<file path="src/rtl/core/double_ended_queue_assert.svh">
// ============================================================================
// double_ended_queue_assert.svh
// Assertion macros for the double-ended queue.
// Each macro is given the clock and the active-low reset as arguments.
// ============================================================================
`ifndef DOUBLE_ENDED_QUEUE_ASSERT_SVH
`define DOUBLE_ENDED_QUEUE_ASSERT_SVH

`ifndef NO_ASSERTIONS

// The consequent must hold in the same cycle as the antecedent.
`define DQ_ASSERT_SAME(label, clk, rst_n, ante, cons) \
    label: assert property (@(posedge clk) disable iff (!rst_n) (ante) |-> (cons)) \
        else $error("double_ended_queue: check failed");

// The consequent must hold in the cycle after the antecedent.
`define DQ_ASSERT_NEXT(label, clk, rst_n, ante, cons) \
    label: assert property (@(posedge clk) disable iff (!rst_n) (ante) |=> (cons)) \
        else $error("double_ended_queue: check failed");

`else

`define DQ_ASSERT_SAME(label, clk, rst_n, ante, cons)
`define DQ_ASSERT_NEXT(label, clk, rst_n, ante, cons)

`endif

`endif

</file>
<file path="src/rtl/core/dq_pkg.sv">
// ============================================================================
// dq_pkg
// Types and constants shared by the double-ended queue.
// ============================================================================
`timescale 1ns / 1ps
`default_nettype none

package dq_pkg;

    localparam int DEPTH_DEFAULT = 64;
    localparam int DATA_W        = 32;

    typedef enum logic [1:0] {
        ACT_APPEND = 2'd0,
        ACT_INSERT = 2'd1,
        ACT_REMOVE = 2'd2,
        ACT_LIST   = 2'd3
    } dq_action_t;

    typedef enum logic [2:0] {
        STAT_DONE    = 3'd0,
        STAT_FULL    = 3'd1,
        STAT_EMPTY   = 3'd2,
        STAT_ELEMENT = 3'd3,
        STAT_NOLIST  = 3'd4
    } dq_status_t;

    typedef enum logic {
        STATE_IDLE = 1'b0,
        STATE_LIST = 1'b1
    } dq_state_t;

    typedef struct packed {
        dq_action_t                 action;
        logic signed [DATA_W-1:0]   item_value;
    } dq_cmd_t;

    typedef struct packed {
        logic signed [DATA_W-1:0]   out_value;
        dq_status_t                 status;
        logic                       last;
    } dq_res_t;

endpackage

`default_nettype wire

</file>
<file path="src/rtl/core/double_ended_queue.sv">
// ============================================================================
// double_ended_queue
// Bounded double-ended queue of signed 32-bit values in a circular RAM.
// Append, insert, remove and list actions with per-transfer status results.
// ============================================================================
//
//  channel   direction  handshake                 payload
//  cmd       in         cmd_valid / cmd_stall      dq_cmd_t (action, item_value)
//  res       out        res_valid / res_stall      dq_res_t (out_value, status, last)
//
//  Append, insert and remove are taken one command per cycle while cmd_stall is low.
//  A listing of N elements streams one element per cycle from the RAM read
//  port while res_stall is low; the next command is taken once the tail
//  element has reached the output register.
//  Reset empties the queue at once; RAM contents are not cleared.
//  A stalled result holds the output register, and with it the listing.
// ============================================================================
`timescale 1ns / 1ps
`default_nettype none

`include "double_ended_queue_assert.svh"

module double_ended_queue #(
    parameter int DEPTH = dq_pkg::DEPTH_DEFAULT
) (
    input  wire logic           clk,
    input  wire logic           rst_n,
    input  wire logic           cmd_valid,
    output logic                cmd_stall,
    input  wire dq_pkg::dq_cmd_t cmd,
    output logic                res_valid,
    input  wire logic           res_stall,
    output dq_pkg::dq_res_t     res
);

    localparam int PTR_W = $clog2(DEPTH);
    localparam int CNT_W = $clog2(DEPTH + 1);
    localparam int SUM_W = CNT_W + 1;

    dq_pkg::dq_state_t state_reg, state_next;
    logic [PTR_W-1:0]  head_reg, head_next;
    logic [CNT_W-1:0]  count_reg, count_next;
    logic [PTR_W-1:0]  rd_ptr_reg, rd_ptr_next;
    logic [CNT_W-1:0]  rem_reg, rem_next;
    logic              rd_valid_reg, rd_valid_next;
    logic              rd_last_reg, rd_last_next;
    dq_pkg::dq_res_t   out_reg, out_next;
    logic              out_valid_reg, out_valid_next;

    logic                       out_free;
    logic                       accept;
    logic                       is_full;
    logic                       is_empty;
    logic                       move;
    logic                       list_start;
    logic                       push_ok;
    logic                       pop_ok;
    logic                       stat_load;
    dq_pkg::dq_status_t         stat_code;
    logic [SUM_W-1:0]           tail_sum;
    logic [PTR_W-1:0]           tail_pos;
    logic [PTR_W-1:0]           head_dec;
    logic [PTR_W-1:0]           head_inc;
    logic [PTR_W-1:0]           rd_ptr_inc;
    logic                       wr_en;
    logic [PTR_W-1:0]           wr_addr;
    logic                       rd_en;
    logic [PTR_W-1:0]           rd_addr;
    logic                       issue_last;
    logic [dq_pkg::DATA_W-1:0]  rd_data;

    dq_ram #(
        .WIDTH (dq_pkg::DATA_W),
        .DEPTH (DEPTH)
    ) u_ram (
        .clk     (clk),
        .wr_en   (wr_en),
        .wr_addr (wr_addr),
        .wr_data (cmd.item_value),
        .rd_en   (rd_en),
        .rd_addr (rd_addr),
        .rd_data (rd_data)
    );

    // pointer arithmetic, modulo DEPTH
    always_comb
    begin
        tail_sum = SUM_W'(head_reg) + SUM_W'(count_reg);
        if (tail_sum >= SUM_W'(DEPTH))
        begin
            tail_pos = PTR_W'(tail_sum - SUM_W'(DEPTH));
        end
        else
        begin
            tail_pos = PTR_W'(tail_sum);
        end
        head_dec   = (head_reg == '0) ? PTR_W'(DEPTH - 1) : head_reg - PTR_W'(1);
        head_inc   = (head_reg == PTR_W'(DEPTH - 1)) ? '0 : head_reg + PTR_W'(1);
        rd_ptr_inc = (rd_ptr_reg == PTR_W'(DEPTH - 1)) ? '0 : rd_ptr_reg + PTR_W'(1);
    end

    // control outputs
    always_comb
    begin
        out_free   = !out_valid_reg || !res_stall;
        cmd_stall  = !((state_reg == dq_pkg::STATE_IDLE) && out_free);
        accept     = cmd_valid && !cmd_stall;
        is_full    = (count_reg == CNT_W'(DEPTH));
        is_empty   = (count_reg == '0);
        move       = rd_valid_reg && out_free;

        list_start = 1'b0;
        push_ok    = 1'b0;
        pop_ok     = 1'b0;
        stat_load  = 1'b0;
        stat_code  = dq_pkg::STAT_DONE;
        wr_en      = 1'b0;
        wr_addr    = tail_pos;
        rd_en      = 1'b0;
        rd_addr    = rd_ptr_reg;
        issue_last = 1'b0;

        if (accept)
        begin
            stat_load = 1'b1;
            case (cmd.action)
                dq_pkg::ACT_APPEND:
                begin
                    push_ok   = !is_full;
                    wr_en     = !is_full;
                    wr_addr   = tail_pos;
                    stat_code = is_full ? dq_pkg::STAT_FULL : dq_pkg::STAT_DONE;
                end
                dq_pkg::ACT_INSERT:
                begin
                    push_ok   = !is_full;
                    wr_en     = !is_full;
                    wr_addr   = head_dec;
                    stat_code = is_full ? dq_pkg::STAT_FULL : dq_pkg::STAT_DONE;
                end
                dq_pkg::ACT_REMOVE:
                begin
                    pop_ok    = !is_empty;
                    stat_code = is_empty ? dq_pkg::STAT_EMPTY : dq_pkg::STAT_DONE;
                end
                dq_pkg::ACT_LIST:
                begin
                    if (is_empty)
                    begin
                        stat_code = dq_pkg::STAT_NOLIST;
                    end
                    else
                    begin
                        stat_load  = 1'b0;
                        list_start = 1'b1;
                        rd_en      = 1'b1;
                        rd_addr    = head_reg;
                        issue_last = (count_reg == CNT_W'(1));
                    end
                end
                default:
                begin
                    stat_code = dq_pkg::STAT_DONE;
                end
            endcase
        end
        else if (state_reg == dq_pkg::STATE_LIST)
        begin
            rd_en      = (rem_reg != '0) && (!rd_valid_reg || move);
            rd_addr    = rd_ptr_reg;
            issue_last = (rem_reg == CNT_W'(1));
        end

        res_valid = out_valid_reg;
        res       = out_reg;
    end

    // next state
    always_comb
    begin
        state_next = state_reg;
        case (state_reg)
            dq_pkg::STATE_IDLE:
            begin
                if (list_start)
                begin
                    state_next = dq_pkg::STATE_LIST;
                end
            end
            dq_pkg::STATE_LIST:
            begin
                if (move && rd_last_reg)
                begin
                    state_next = dq_pkg::STATE_IDLE;
                end
            end
            default:
            begin
                state_next = dq_pkg::STATE_IDLE;
            end
        endcase
    end

    // datapath next values
    always_comb
    begin
        head_next     = head_reg;
        count_next    = count_reg;
        rd_ptr_next   = rd_ptr_reg;
        rem_next      = rem_reg;
        rd_valid_next = rd_valid_reg;
        rd_last_next  = rd_last_reg;
        out_next      = out_reg;
        out_valid_next = out_valid_reg && res_stall;

        if (push_ok)
        begin
            count_next = count_reg + CNT_W'(1);
            if (cmd.action == dq_pkg::ACT_INSERT)
            begin
                head_next = head_dec;
            end
        end
        if (pop_ok)
        begin
            count_next = count_reg - CNT_W'(1);
            head_next  = head_inc;
        end

        if (list_start)
        begin
            rem_next    = count_reg - CNT_W'(1);
            rd_ptr_next = head_inc;
        end
        else if (rd_en)
        begin
            rem_next    = rem_reg - CNT_W'(1);
            rd_ptr_next = rd_ptr_inc;
        end

        if (rd_en)
        begin
            rd_valid_next = 1'b1;
            rd_last_next  = issue_last;
        end
        else if (move)
        begin
            rd_valid_next = 1'b0;
        end

        if (move)
        begin
            out_next.out_value = rd_data;
            out_next.status    = dq_pkg::STAT_ELEMENT;
            out_next.last      = rd_last_reg;
            out_valid_next     = 1'b1;
        end
        else if (stat_load)
        begin
            out_next.out_value = '0;
            out_next.status    = stat_code;
            out_next.last      = 1'b1;
            out_valid_next     = 1'b1;
        end
    end

    always_ff @(posedge clk or negedge rst_n)
    begin
        if (!rst_n)
        begin
            state_reg     <= dq_pkg::STATE_IDLE;
            head_reg      <= '0;
            count_reg     <= '0;
            rem_reg       <= '0;
            rd_valid_reg  <= 1'b0;
            out_valid_reg <= 1'b0;
        end
        else
        begin
            state_reg     <= state_next;
            head_reg      <= head_next;
            count_reg     <= count_next;
            rem_reg       <= rem_next;
            rd_valid_reg  <= rd_valid_next;
            out_valid_reg <= out_valid_next;
        end
    end

    always_ff @(posedge clk)
    begin
        rd_ptr_reg  <= rd_ptr_next;
        rd_last_reg <= rd_last_next;
        out_reg     <= out_next;
    end

    `DQ_ASSERT_SAME(a_count_bound, clk, rst_n, 1'b1, count_reg <= CNT_W'(DEPTH))
    `DQ_ASSERT_SAME(a_list_blocks_cmd, clk, rst_n, state_reg == dq_pkg::STATE_LIST, cmd_stall)
    `DQ_ASSERT_NEXT(a_read_held, clk, rst_n, rd_valid_reg && !out_free, rd_valid_reg && $stable(rd_last_reg))
    `DQ_ASSERT_NEXT(a_push_count, clk, rst_n, push_ok, count_reg == $past(count_reg) + CNT_W'(1))

endmodule

`default_nettype wire

</file>
<file path="src/rtl/core/dq_ram.sv">
// ============================================================================
// dq_ram
// Generic single-write, single-read RAM with a registered read port.
// Read data holds while the read enable is low.
// ============================================================================
`timescale 1ns / 1ps
`default_nettype none

module dq_ram #(
    parameter int WIDTH = dq_pkg::DATA_W,
    parameter int DEPTH = dq_pkg::DEPTH_DEFAULT
) (
    input  wire logic                     clk,
    input  wire logic                     wr_en,
    input  wire logic [$clog2(DEPTH)-1:0] wr_addr,
    input  wire logic [WIDTH-1:0]         wr_data,
    input  wire logic                     rd_en,
    input  wire logic [$clog2(DEPTH)-1:0] rd_addr,
    output logic      [WIDTH-1:0]         rd_data
);

    logic [WIDTH-1:0] mem [DEPTH];

    always_ff @(posedge clk)
    begin
        if (wr_en)
        begin
            mem[wr_addr] <= wr_data;
        end
        if (rd_en)
        begin
            rd_data <= mem[rd_addr];
        end
    end

endmodule

`default_nettype wire
</file>
<file path="config.mk">
export PLATFORM = sky130hd
export DESIGN_NAME = double_ended_queue
export DESIGN_NICKNAME = d
export VERILOG_FILES = /design/src/rtl/core/dq_pkg.sv /design/src/rtl/core/double_ended_queue.sv /design/src/rtl/core/dq_ram.sv
export VERILOG_INCLUDE_DIRS = /design/src /design/src/rtl/core
export SDC_FILE = /design/constraint.sdc
export NUM_CORES = 2
export LEC_CHECK = 0
export BUFFER_PORTS_ARGS = -buffer_cell sky130_fd_sc_hd__buf_2
export CAP_MARGIN = 15
export CORE_MARGIN = 2
export CORE_UTILIZATION = 52
export CTS_BUF_LIST = sky130_fd_sc_hd__clkbuf_16
export DETAILED_ROUTE_END_ITERATION = 10
export HOLD_SLACK_MARGIN = 0.12
export PLACE_DENSITY = 0.74
export SKIP_CTS_REPAIR_TIMING = 1
export SLEW_MARGIN = 20
export SYNTH_ARGS = -nofsm -noshare
export SYNTH_HDL_FRONTEND = slang
export SYNTH_HIERARCHICAL = 1
export SYNTH_SLANG_ARGS = --single-unit
</file>
<file path="constraint.sdc">
create_clock -name clk -period 9.1 [get_ports clk]
set_input_delay 0.91 -clock clk [delete_from_list [all_inputs] [get_ports clk]]
set_output_delay 0.91 -clock clk [all_outputs]
set_load 0.05 [all_outputs]
</file>
Word-level counts from Yosys, hierarchy flattened
Memories as Yosys holds them, arrays and structs flattened. A register that Yosys moved wholly into a read port is not among the register bits.
Index checks and enable logic that the tools add are counted.
- flip-flop bits (word level): 66
- output and inout port bits: 38
- RAM bits: 2048
- input port bits: 38
- memories: 1
- muxes and demuxes: 50
- add/sub/neg operators: 8
- order comparisons: 1
- bitwise gates (word level): 1
- reduce and logical (&&, ||, !) cells: 25
- equality and inequality tests: 8
- memories (memory ; depth ; bits a word ; read ports ; clocked after memory_dff ; wr ports ; RTL line ; text):
    u_ram.mem ; 64 ; 32 ; 1 ; 1 ; 1 ; dq_ram.sv:22 ; logic [WIDTH-1:0] mem [DEPTH];
- operator list (cell ; number):
    $mux 6 ; 14
    $mux 36 ; 2
    $mux 7 ; 4
    $mux 1 ; 25
    $eq 7x1->1 const B ; 2
    $sub 7x1->7 const B ; 2
    $add 6x1->6 const B ; 2
    $eq 6x6->1 const B ; 2
    $sub 6x1->6 const B ; 2
    $reduce_bool 2->1 ; 5
    $pmux 3 s3 ; 1
    $add 6x7->8 ; 1
    $ge 8x7->1 const B ; 1
    $add 7x1->7 const B ; 1
    $eq 7x7->1 const B ; 1
    $logic_not 7->1 ; 1
    $reduce_bool 7->1 ; 1
    $logic_and 1x1->1 ; 6
    $logic_not 1->1 ; 6
    $logic_not 6->1 ; 1
    $mux 3 ; 2
    $eq 2x2->1 const B ; 2
    $eq 2x1->1 const B ; 1
    $logic_not 2->1 ; 1
    other kinds (6) ; 7

Logic depth before layout (Yosys ltp)
- depth after elaboration: 9
- gate-level depth with buffers: 19

Cells and area by module
The synthesis kept the hierarchy.
- modules (own cells, without submodules) (module ; cells each ; seq. area each (um^2) ; instances ; area an instance (um^2)):
    dq_ram ; 3324 ; 62459.9 ; 1 ; 78835.6
    double_ended_queue ; 365 ; 1836.8 ; 1 ; 3816.2

Least setup slack after synthesis
Ideal clock, no wire load.
- kind: input to register
- start: in res_stall
- end: mem u_ram/mem[49][0] in the netlist's numbering, enable pin
- cell stages on the path: 7
- slack: 4.070 ns
- setup time: 0.461 ns
- arrival time: 4.569 ns
- cell sequence: a21oi_4 inv_1 nor3b_4 a21boi_4 nor2b_1 nand4_1 nor3_1
- longest elaborated chain between the ends: 7
- elaborated cells on any way between the ends: 8
- ends and longest elaborated chain (element ; RTL line ; text):
    start: declaration ; double_ended_queue.sv:32 ; input wire logic res_stall,
    $logic_not 1->1 ; double_ended_queue.sv:105 ; out_free = !out_valid_reg || !res_stall;
    $logic_or 1x1->1 ; double_ended_queue.sv:105 ;
    $logic_and 1x1->1 ; double_ended_queue.sv:106 ; cmd_stall = !((state_reg == dq_pkg::STATE_IDLE) && out_free);
    $logic_and 1x1->1 ; double_ended_queue.sv:107 ; accept = cmd_valid && !cmd_stall;
    $mux 1 ; -- ;
    named net push_ok ; double_ended_queue.sv:56 ; logic push_ok;
    $mux 1 ; dq_ram.sv:26 ; if (wr_en)
    $mux 1 (implied by the code) ; dq_ram.sv:28 ; mem[wr_addr] <= wr_data;
    end: declaration ; dq_ram.sv:22 ;
The timed path passes the listed nets, and every way through them passes these cells.

Final worst setup path
- start: reg count_reg[0]
- end: reg u_ram.rd_data[16], read port of u_ram.mem, data pin
- longest elaborated chain between the ends: 4
- elaborated cells on any way between the ends: 7
- ends and longest elaborated chain (element ; RTL line ; text):
    start: declaration ; double_ended_queue.sv:42 ; logic [CNT_W-1:0] count_reg, count_next;
    start signal: assignment ; double_ended_queue.sv:282 ; count_reg <= count_next;
    $logic_not 7->1 ; double_ended_queue.sv:109 ; is_empty = (count_reg == '0);
    $mux 6 ; double_ended_queue.sv:148 ; if (is_empty)
    $mux 6 ; double_ended_queue.sv:126 ; case (cmd.action)
    $mux 6 ; double_ended_queue.sv:123 ; if (accept)
    named net rd_addr[0] ; double_ended_queue.sv:68 ; logic [PTR_W-1:0] rd_addr;
    end: declaration ; dq_ram.sv:19 ; output logic [WIDTH-1:0] rd_data
The timed path passes the listed nets, and every way through them passes these cells.
A chain may end at the register's enable or synchronous reset.

==> metrics <==
Global Route Usage Sum=25.77%; crit start category=register; hold path cells=3; warnings from Yosys=6; Tcrit/Tclk final=approximately 63%; Worst Hold Class=in2reg; number of synthesized flops with an enable pin=2120; WL final=207400 um; Worst-path clk slew=0.06 ns; synthesized area per cell=22.40 um2; top cells by count, synth=2120 x edfxtp_1, 544 x mux4_2, 160 x nor2_1; FF-to-FF path depth=13; number of buffers created by CTS=197; number of global-route vias before repair=between 40000 and 50000; final hold violations=0; Die ar.=0.1622 mm2; Biggest register=u_ram/mem; top post-synthesis cells by area=edfxtp_1 77%, mux4_2 15%, mux2i_1 1.2%; crit-path max FO=62; maximum vdd drop=~0.00025 V; vias per cell=6.601; CTS tree=built; Clk Latency, worst-skew pair=0.83 ns; Clk pwr share=27.8%; max reg flops=2048; min cycle time layout=5.763 ns; setup slack, reg-to-reg=3.34 ns; CP required=approximately 9.6 ns; Synthesized Nets=3742; Max Freq=173.5 MHz; area of the mapped netlist=0.08265 mm2; # DRC=0; WL/cell=about 34 um; Final HPWL DP=107100 um; Switch Pwr=between 0.009 and 0.01 W; Critical R2R Capture=u_ram/rd_data[16]; Die X=402.7 um; Worst EP arrival=roughly 6.3 ns; CP endpoint kind=register; Synth cell types=74; area leader, netlist=edfxtp_1; Sw Ratio=~33%; most common cell in the synthesized netlist=edfxtp_1; global-route wire length before repair=294400 um; initial core utilization=52.25%; Final Net Count=a little under 4000; Worst Setup Path Type=reg2reg; Max Clock Skew=0.02753 ns; PD cells=~320 mW/mm2; register area share after synthesis=approximately 80%; Max Cap Viol=0; headroom to the max-slew limit=under 10%; Layout area overhead=12.17%; asr flop ratio synth=1.072%; worst-case hold slack=0.4855 ns; P_leak=just under 30 nW; Setup Viol. Count Final=0; CTS sink cnt=2146; core area=0.1582 mm2; row count=146; #FFs+latches synth=between 2000 and 2500; status=finished, final reports clean; Primary FF master, synth=edfxtp_1; largest net degree at the start of global routing=120; Hold Path End=res[3]; TritonRoute pass-1 iters=6; Power Total=0.02923 W; Fin Setup TNS=0 ns; clock buffer depth=3; hold path startpoint=cmd[32]; H-tree Lvls=4; Int Pwr=0.01957 W; RR Startpoint=count_reg[0]; antenna violations before repair=18; post-synth top area share=77.02%; DR iter-0 viols=6432; Comb pwr share=31.7%; gr ovfl total=0; Mapped Cells=3689; Worst Max-Slew Pin Slew=1.352 ns; Root Driver=clkbuf_16; Port Buffers=75; post-route ant nets=0; Routability Congestion=0.8930; share of post-route cells with drive strength above 1=approximately 28%; part of the power in registers=40.5%; height of the die=between 400 and 500 um; Top-Level Pins=76; DR vias=40481; max-slew violations=0; RSZ-0062 raised after global routing=no
==> cells in the final DEF (no fill, tap or decap), drive strengths merged, types with 66 or more instances in the layout <==
cell type,synthesis,layout
a21oi,74,74
buf,119,209
clkbuf,85,202
clkinv,0,90
edfxtp,2120,2120
mux2i,98,98
mux4,544,544
nand2,66,66
nor2,160,160
o22ai,85,85
==> worst max path at each step <==
stage | startpoint | endpoint | slack [ns] | depth (start not counted)
after floorplan | res_stall | u_ram/mem[49][0] | 4.07 | 7
after global placement | res_stall | u_ram/rd_data[4] | 3.14 | 12
after detailed placement | res_stall | u_ram/rd_data[17] | 3.23 | 12
after CTS | count_reg[0] | u_ram/rd_data[17] | 3.39 | 13
after global routing | count_reg[0] | u_ram/rd_data[16] | 3.13 | 13
final | count_reg[0] | u_ram/rd_data[16] | 3.34 | 13
==> power by group through the flow <==
stage | sequential, W | combinational (W) | clock (W)
2_1_floorplan | 0.0121 | 0.00574 | 0
3_3_place_gp | 0.0120 | 0.00900 | 0
3_5_place_dp | 0.0120 | 0.00910 | 0
4_1_cts | 0.0118 | 0.00917 | 0.00820
5_1_grt | 0.0119 | 0.00960 | 0.00855
6_report | 0.0118 | 0.00926 | 0.00813
==> kinds of logic (layout without fill, tap and decap cells) <==
group | count (synthesis) | in the layout | share of synthesized area [%]
DFF | 2146 | 2146 | 77.79
buffers and inverters | 216 | 584 | 1.279
xor gates and xnor gates | 24 | 24 | 0.2543
muxes | 642 | 642 | 16.01
and+or+nand+nor | 367 | 367 | 2.145
AOI/OAI and AO/OA | 279 | 279 | 2.283
adders and majority gates | 15 | 15 | 0.2362
other | 0 | 4 | 0
==> through the flow <==
step	std cells	util (%)	instance area, um2	worst slack, ns
detailed placement	5766	54.56	86320	3.231
floorplan	3689	-	82650	4.070
global placement	5766	54.56	86310	3.139
CTS	6128	58.57	92660	3.394
finish	6133	58.60	92710	3.337
global route	6130	58.60	92700	3.133
==> metal layers <==
layer	GRT usage (%)	wire (um)	vias up
li1	-	-	16036
met4	9.363	7579	12
met5	0	72	-
met2	40.55	99200	2629
met1	35.23	74740	21415
met3	6.693	25830	389
==> cell type report <==
type | count | area, um2
antenna | 4 | 10.01
clock buffer | 202 | 5055
clock inverter | 160 | 1289
fill | 10856 | 65490
inverter | 12 | 45.04
multi-input combinational | 1327 | 17860
sequential | 2146 | 64300
tap | 2072 | 2592
timing repair buffer | 210 | 1564
==> critical path, cell delays in order, from the launching register on <==
cell and delay, ns:
dfrtp_1 0.49, inv_1 0.12, ha_1 0.27, nor4b_4 0.15, and2_1 0.20, or3_1 0.35
buf_4 0.24, o21ai_4 0.90, buf_12 0.49, nand3b_1 0.59, o221ai_1 0.44, a21oi_1 0.14
a21oi_1 0.87, nor2_1 0.07
Note: power is estimated with default switching activity, not from simulation.
